**config.mk**
```make
export PLATFORM = sky130hd
export DESIGN_NAME = day_count_to_calendar_date_core
export DESIGN_NICKNAME = d
export VERILOG_FILES = /design/src/hdl/dcc_pkg.sv /design/src/hdl/day_count_to_calendar_date_core.sv
export SDC_FILE = /design/constraint.sdc
export NUM_CORES = 1
export LEC_CHECK = 0
export ABC_AREA = 1
export BUFFER_PORTS_ARGS = -buffer_cell sky130_fd_sc_hd__buf_4
export CORE_MARGIN = 5
export CORE_UTILIZATION = 40
export DETAILED_ROUTE_END_ITERATION = 10
export PLACE_DENSITY_LB_ADDON = 0.3
export SYNTH_ARGS = -nofsm -noshare
export SYNTH_HDL_FRONTEND = slang
export SYNTH_SLANG_ARGS = --single-unit
```
**constraint.sdc**
```tcl
create_clock -name clk -period 4.45 [get_ports clk]
set_input_delay 0.6675 -clock clk [delete_from_list [all_inputs] [get_ports clk]]
set_output_delay 0.6675 -clock clk [all_outputs]
set_load 0.01 [all_outputs]
```
**src/hdl/dcc_pkg.sv**
```systemverilog
// ----------------------------------------------------------------------------
// dcc_pkg : shared types and tables for the day count to date converter
// Holds the sequencer step codes, the control word and its program table,
// and the small calendar helpers used by the datapath.
// ----------------------------------------------------------------------------
package dcc_pkg;

	localparam logic [15:0] OFFSET_RESET = 16'd5000;
	localparam logic [11:0] BASE_YEAR    = 12'd2000;
	localparam logic [2:0]  BASE_WDAY    = 3'd6;
	localparam logic [3:0]  LAST_MONTH   = 4'd12;

	typedef enum logic [1:0] {
		PC_WAIT,
		PC_MONTH,
		PC_EMIT
	} pc_t;

	typedef enum logic [1:0] {
		COND_IN_ACC,
		COND_REST_LT,
		COND_OUT_FREE
	} cond_t;

	// load and emit fire when the condition holds, step fires while it fails
	typedef struct packed {
		logic  load;
		logic  step;
		logic  emit;
		cond_t cond;
		pc_t   go_hit;
		pc_t   go_miss;
	} ctl_t;

	function automatic ctl_t rom_word(input pc_t pc);
		ctl_t w;
		w = '0;
		unique case (pc)
			PC_WAIT: begin
				w.load    = 1'b1;
				w.cond    = COND_IN_ACC;
				w.go_hit  = PC_MONTH;
				w.go_miss = PC_WAIT;
			end
			PC_MONTH: begin
				w.step    = 1'b1;
				w.cond    = COND_REST_LT;
				w.go_hit  = PC_EMIT;
				w.go_miss = PC_MONTH;
			end
			PC_EMIT: begin
				w.emit    = 1'b1;
				w.cond    = COND_OUT_FREE;
				w.go_hit  = PC_WAIT;
				w.go_miss = PC_EMIT;
			end
			default: begin
				w.cond    = COND_IN_ACC;
				w.go_hit  = PC_WAIT;
				w.go_miss = PC_WAIT;
			end
		endcase
		return w;
	endfunction

	// every year divisible by four is leap, century years included
	function automatic logic [4:0] month_length(input logic [3:0] month,
		input logic [11:0] year);
		logic [4:0] len;
		case (month)
			4'd2:                               len = (year[1:0] == 2'b00) ? 5'd29 : 5'd28;
			4'd4, 4'd6, 4'd9, 4'd11:            len = 5'd30;
			default:                            len = 5'd31;
		endcase
		return len;
	endfunction

	function automatic logic [2:0] mod7(input logic [4:0] v);
		logic [4:0] r;
		if (v >= 5'd28)
			r = v - 5'd28;
		else if (v >= 5'd21)
			r = v - 5'd21;
		else if (v >= 5'd14)
			r = v - 5'd14;
		else if (v >= 5'd7)
			r = v - 5'd7;
		else
			r = v;
		return r[2:0];
	endfunction

endpackage

```
**src/hdl/day_count_to_calendar_date_core.sv**
```systemverilog
// ----------------------------------------------------------------------------
// day_count_to_calendar_date_core : day index to calendar date converter
// Adds the configured offset to a day index, counts off whole months from
// 1 January 2000 under a small microprogram and returns date and weekday.
// ----------------------------------------------------------------------------
//  channel  handshake            payload
//  in       in_valid / in_stall  day_index
//  out      out_valid/ out_stall day_of_month, month_number, year_number, weekday
//  cfg      cfg_valid/ cfg_ready cfg_data (date_offset)
//
// The month step counts off one month a cycle, up to about 2150 whole months
// in the offset sum. The next beat is taken only once the sequencer is back
// at its wait step, after the emit step has passed the result on, so an item
// holds the sequencer until then. Reset sets date_offset to 5000 and parks the
// sequencer at its wait step. A stalled result holds in the output register;
// the next item is taken meanwhile, and its own result waits at the emit step
// until the register frees.
module day_count_to_calendar_date_core import dcc_pkg::*; (
	input  logic        clk,
	input  logic        arst_n,
	input  logic        in_valid,
	output logic        in_stall,
	input  logic [15:0] day_index,
	output logic        out_valid,
	input  logic        out_stall,
	output logic [4:0]  day_of_month,
	output logic [3:0]  month_number,
	output logic [11:0] year_number,
	output logic [2:0]  weekday,
	input  logic        cfg_valid,
	output logic        cfg_ready,
	input  logic [15:0] cfg_data
);

	pc_t         pc_q;
	pc_t         pc_nx;
	ctl_t        ctl;
	logic        hit;
	logic [15:0] offset_q;
	logic [15:0] rest_q;
	logic [3:0]  month_q;
	logic [11:0] year_q;
	logic [2:0]  wday_q;
	logic [4:0]  len;
	logic [3:0]  wday_add;
	logic [3:0]  wday_fin;
	logic        out_valid_q;
	logic        out_free;

	assign ctl       = rom_word(pc_q);
	assign cfg_ready = 1'b1;
	assign in_stall  = !ctl.load;
	assign out_valid = out_valid_q;
	assign out_free  = !out_valid_q || !out_stall;
	assign len       = month_length(month_q, year_q);

	always_comb begin
		case (ctl.cond)
			COND_IN_ACC:   hit = in_valid;
			COND_REST_LT:  hit = rest_q < {11'd0, len};
			COND_OUT_FREE: hit = out_free;
			default:       hit = 1'b0;
		endcase
	end

	always_comb begin
		pc_nx = hit ? ctl.go_hit : ctl.go_miss;
	end

	// weekday advances by the month length modulo seven
	always_comb begin
		wday_add = {1'b0, wday_q} + {2'b00, 2'(len - 5'd28)};
		if (wday_add >= 4'd7)
			wday_add = wday_add - 4'd7;
		wday_fin = {1'b0, wday_q} + {1'b0, mod7(rest_q[4:0])};
		if (wday_fin >= 4'd7)
			wday_fin = wday_fin - 4'd7;
	end

	always_ff @(posedge clk or negedge arst_n) begin
		if (!arst_n) begin
			pc_q        <= PC_WAIT;
			offset_q    <= OFFSET_RESET;
			out_valid_q <= 1'b0;
		end else begin
			pc_q <= pc_nx;
			if (cfg_valid && cfg_ready)
				offset_q <= cfg_data;
			if (ctl.emit && hit)
				out_valid_q <= 1'b1;
			else if (!out_stall)
				out_valid_q <= 1'b0;
		end
	end

	always_ff @(posedge clk) begin
		if (ctl.load && hit) begin
			rest_q  <= day_index + offset_q;
			month_q <= 4'd1;
			year_q  <= BASE_YEAR;
			wday_q  <= BASE_WDAY;
		end
		if (ctl.step && !hit) begin
			rest_q <= rest_q - {11'd0, len};
			wday_q <= wday_add[2:0];
			if (month_q == LAST_MONTH) begin
				month_q <= 4'd1;
				year_q  <= year_q + 12'd1;
			end else begin
				month_q <= month_q + 4'd1;
			end
		end
		if (ctl.emit && hit) begin
			day_of_month <= rest_q[4:0] + 5'd1;
			month_number <= month_q;
			year_number  <= year_q;
			weekday      <= wday_fin[2:0];
		end
	end

`ifndef SYNTH
	a_load_starts_count: assert property (@(posedge clk) disable iff (!arst_n)
		in_valid && !in_stall |=> pc_q == PC_MONTH)
		else $error("accepted beat did not start the month count");
	a_rise_from_emit: assert property (@(posedge clk) disable iff (!arst_n)
		$rose(out_valid) |-> $past(pc_q) == PC_EMIT)
		else $error("result raised outside the emit step");
	a_month_range: assert property (@(posedge clk) disable iff (!arst_n)
		pc_q == PC_MONTH |-> month_q >= 4'd1 && month_q <= LAST_MONTH)
		else $error("month out of range during count");
	a_rest_fits: assert property (@(posedge clk) disable iff (!arst_n)
		pc_q == PC_EMIT |-> rest_q < 16'd31)
		else $error("remaining days exceed a month at emit");
`endif

endmodule

```
==> impl_metrics.xml <==
<?xml version="1.0" encoding="UTF-8"?>
<metrics>
  <group name="synthesis">
    <metric name="synth.yosys.warnings" unit="">0</metric>
    <metric name="synth_simple_gate_area_share" unit="%">20.0</metric>
    <metric name="synth_top_family_by_area" unit="">simple AND/OR/NAND/NOR gates</metric>
    <metric name="synth_compound_area_share" unit="%">7.22</metric>
    <metric name="seq_area_frac_synth" unit="%">42.6</metric>
    <metric name="yosysUniqueCellTypes" unit="">42</metric>
    <metric name="post_synth_fa_ha_maj_area_fraction" unit="%">11.8</metric>
    <metric name="ys_seq_elements" unit="">78</metric>
    <metric name="yosys.area_share.xor_xnor" unit="%">7.34</metric>
    <metric name="synthesis.area" unit="µm²">5010</metric>
    <metric name="synth_mux_area_share" unit="%">3.37</metric>
    <metric name="avgSynthCellArea" unit="µm²">8.96</metric>
    <metric name="synth_fp_nets" unit="">641</metric>
    <metric name="synthesis.instances" unit="">559</metric>
  </group>
  <group name="global_route">
    <metric name="overflow" unit="">0</metric>
    <metric name="grt_first_pass_wirelength" unit="µm">16900</metric>
    <metric name="grt_util_all_layers" unit="%">14.2</metric>
    <metric name="maximum_number_of_pins_on_one_net_before_global_route_repair" unit="">30</metric>
    <metric name="antenna_found_initial" unit="">0</metric>
    <metric name="via_count_of_the_first_global_routing_pass" unit="">3829</metric>
  </group>
  <group name="run">
    <metric name="cap_viol_max_count" unit="">0</metric>
  </group>
  <group name="sta">
    <metric name="fmax" unit="MHz">268</metric>
    <metric name="final.hold.worst_slack" unit="ps">186</metric>
    <metric name="setup_repair_after_global_routing_missed_its_margin" unit="">no</metric>
    <metric name="slew_viol_final" unit="">0</metric>
    <metric name="skew" unit="ps">6.96</metric>
    <metric name="timing.final.setup_violations" unit="">0</metric>
    <metric name="postLayoutSetupSlackWorst" unit="ps">719</metric>
    <metric name="timing.setup.tns" unit="ps">0</metric>
    <metric name="finalHoldViolations" unit="">0</metric>
    <metric name="period_minus_slack" unit="ps">3730</metric>
    <metric name="period_share" unit="%">83.9</metric>
  </group>
  <group name="worst_setup_path">
    <metric name="worstPathArrival" unit="ps">3760</metric>
    <metric name="ff2ff_path_depth" unit="">16</metric>
    <metric name="r2r_start" unit="">month_q[0]</metric>
    <metric name="worst_r2r_endpoint" unit="">rest_q[4]</metric>
    <metric name="reg2reg_slack" unit="ps">720</metric>
    <metric name="setup.worst_path.start_class" unit="">flop</metric>
    <metric name="path_class" unit="">reg2reg</metric>
    <metric name="crit_path_end_kind" unit="">flop</metric>
    <metric name="critical_path_required" unit="ps">4480</metric>
    <metric name="critPathMaxFanout" unit="">17</metric>
  </group>
  <group name="clocking">
    <metric name="tritoncts" unit="">built</metric>
    <metric name="ctsHoldBuffers" unit="">0</metric>
    <metric name="cts_repair_resize_count" unit="">0</metric>
    <metric name="cts_num_sinks" unit="">78</metric>
    <metric name="htree_levels" unit="">3</metric>
    <metric name="worstSkewPairLatency" unit="ps">350</metric>
    <metric name="clockBufferDepth" unit="">2</metric>
    <metric name="root_buffer" unit="">sky130_fd_sc_hd__clkbuf_16</metric>
    <metric name="cts.repair_timing.setup_buffer_count" unit="">0</metric>
    <metric name="clk_pin_slew_worst_paths" unit="ps">60</metric>
    <metric name="cts-buffers-inserted" unit="">9</metric>
  </group>
  <group name="drt">
    <metric name="viasPerCell" unit="">4.86</metric>
    <metric name="postRouteWirelength" unit="µm">9910</metric>
    <metric name="routedWlPerCell" unit="µm">12.4</metric>
    <metric name="first_pass_iters" unit="">4</metric>
    <metric name="drt-initial-drc-count" unit="">194</metric>
    <metric name="antenna_violating_nets_post_route" unit="">0</metric>
    <metric name="routed-via-count" unit="">3870</metric>
    <metric name="route.detailed.drc" unit="">0</metric>
  </group>
  <group name="power_and_ir_drop">
    <metric name="switching_share" unit="%">41.0</metric>
    <metric name="total_power" unit="mW">3.76</metric>
    <metric name="total_switching_power" unit="mW">1.54</metric>
    <metric name="clkPwrFrac" unit="%">19.8</metric>
    <metric name="power.internal" unit="mW">2.22</metric>
    <metric name="p_comb_share" unit="%">47.0</metric>
    <metric name="worst_ir_drop_vdd" unit="mV">0.318</metric>
    <metric name="total_leakage_power" unit="nW">2.72</metric>
    <metric name="power_per_cell_area" unit="nW/µm²">634</metric>
    <metric name="power.sequential.fraction" unit="%">33.2</metric>
  </group>
  <group name="finish">
    <metric name="layout.cell_area.non_filler" unit="µm²">5940</metric>
    <metric name="layout.nets" unit="">706</metric>
    <metric name="final_core_util" unit="%">48.8</metric>
    <metric name="n_antenna_cell" unit="">0</metric>
    <metric name="fin_cells" unit="">797</metric>
    <metric name="layout-drive-gt1-share" unit="%">18.4</metric>
    <metric name="area_growth" unit="%">18.5</metric>
  </group>
  <group name="place">
    <metric name="place_congestion" unit="">0.969</metric>
    <metric name="dpl.hpwl" unit="µm">7540</metric>
    <metric name="placement.cell_area" unit="µm²">5640</metric>
    <metric name="placement.setup.worst_slack" unit="ps">687</metric>
    <metric name="port_buffers" unit="">62</metric>
    <metric name="dp.cells" unit="">781</metric>
  </group>
  <group name="die">
    <metric name="design.die.area" unit="µm²">14900</metric>
    <metric name="die_x" unit="µm">122</metric>
    <metric name="top_level_ports" unit="">64</metric>
    <metric name="core.rowCount" unit="">40</metric>
    <metric name="floorplan.initialDensity" unit="%">41.2</metric>
    <metric name="die_height" unit="µm">122</metric>
    <metric name="core_region_area" unit="µm²">12200</metric>
  </group>
  <group name="worst_hold_path">
    <metric name="hp-class" unit="">in2async</metric>
  </group>
  <group name="outcome">
    <metric name="status" unit="">finished, final reports clean</metric>
  </group>
</metrics>
state kept, by name (all words and copies together), names as in the netlist, 3 cells and up:
signal        flops
rest_q           16
year_q           12
wday_q            3
year_number      12
month_number      4
month_q           4
offset_q         16
day_of_month      5
weekday           3
layout by cell type (no fill, tap or decap), types with 14 or more instances in the layout:
master	instances
sky130_fd_sc_hd__dfrtp_1	14
sky130_fd_sc_hd__ha_1	41
sky130_fd_sc_hd__edfxtp_1	47
sky130_fd_sc_hd__xor2_1	31
sky130_fd_sc_hd__o21ai_0	18
sky130_fd_sc_hd__nand2_1	98
sky130_fd_sc_hd__mux2_2	15
sky130_fd_sc_hd__buf_4	66
sky130_fd_sc_hd__nand3_1	47
sky130_fd_sc_hd__inv_1	78
sky130_fd_sc_hd__nor2_1	45
sky130_fd_sc_hd__a21oi_1	17
cells in the mapped netlist (all sizes together):
library cell    n  area, µm²
nor2           49        196
nand2         102        403
a211oi          1       7.51
o21a            1       7.51
conb            1       3.75
mux2           15        169
fa              4       80.1
nand3          48        253
dfrtp          14        350
o21ai          33        180
inv            79        297
dfstp           5        131
a22oi           1       7.51
o211ai          1       7.51
or2             1       6.26
o22ai           2       12.5
o2111ai         1       8.76
xor2           31        272
a21oi          17       85.1
buf            10       73.8
a21o            4       30.0
nor4            2       12.5
o21bai          1       7.51
nor3            6       30.0
ha             41        513
clkbuf          2       7.51
edfxtp         47       1410
xnor2          11       96.3
a21boi          1       7.51
dfxtp          12        240
nand3b          3       22.5
nand4          13       81.3
layout make-up:
cell class | count | area, µm²
tap | 168 | 210
clock buffer | 10 | 229
multi-input combinational | 390 | 2500
timing repair buffer | 66 | 495
inverter | 79 | 297
clock inverter | 6 | 70.1
fill | 1164 | 6220
sequential | 78 | 2130
layer usage:
layer | track usage [%] | wire length, µm
met5 | 0 | 0
met4 | 6.16 | 226
met3 | 4.22 | 572
met2 | 23.5 | 4740
met1 | 17.1 | 4370
cell families (layout without fill, tap and decap cells):
group / after synthesis / in the layout
buffers and inverters: 91 / 161
flip-flops: 78 / 78
XOR/XNOR: 42 / 42
other: 1 / 1
AO/OA/AOI/OAI: 63 / 63
adder cells (fa/ha/maj): 45 / 45
AND/OR/NAND/NOR: 224 / 224
multiplexers: 15 / 15
worst max-delay path: stages, from the launching register on:
cell and delay (ps):
sky130_fd_sc_hd__edfxtp_1 440, sky130_fd_sc_hd__inv_1 100, sky130_fd_sc_hd__ha_1 220, sky130_fd_sc_hd__o21ai_0 150, sky130_fd_sc_hd__a22oi_1 80, sky130_fd_sc_hd__nor2_1 160, sky130_fd_sc_hd__ha_1 180, sky130_fd_sc_hd__inv_1 70
sky130_fd_sc_hd__fa_1 430, sky130_fd_sc_hd__inv_1 120, sky130_fd_sc_hd__nor2_4 50, sky130_fd_sc_hd__nand3_1 60, sky130_fd_sc_hd__nand4_1 100, sky130_fd_sc_hd__nand2_2 120, sky130_fd_sc_hd__nand3_1 360, sky130_fd_sc_hd__nand2_1 430
sky130_fd_sc_hd__buf_4 320
worst max-delay path by stage:
stage | from | endpoint | slack [ps] | cells past startpoint
floorplan | month_q[0] | day_of_month[0] | 720 | 16
global placement | month_q[0] | rest_q[4] | 860 | 16
detailed placement | month_q[0] | rest_q[2] | 690 | 16
CTS | month_q[0] | rest_q[3] | 650 | 16
global route | month_q[0] | rest_q[1] | 350 | 16
finish | month_q[0] | rest_q[4] | 720 | 16
power groups by stage:
stage | clock, mW | sequential (mW) | combinational [mW]
floorplan | 0 | 1.23 | 1.38
global placement | 0 | 1.25 | 1.72
detailed placement | 0 | 1.26 | 1.78
CTS | 0.769 | 1.25 | 1.80
global route | 0.804 | 1.27 | 2.05
finish | 0.747 | 1.25 | 1.77
Note: power is estimated with default switching activity, not from simulation.
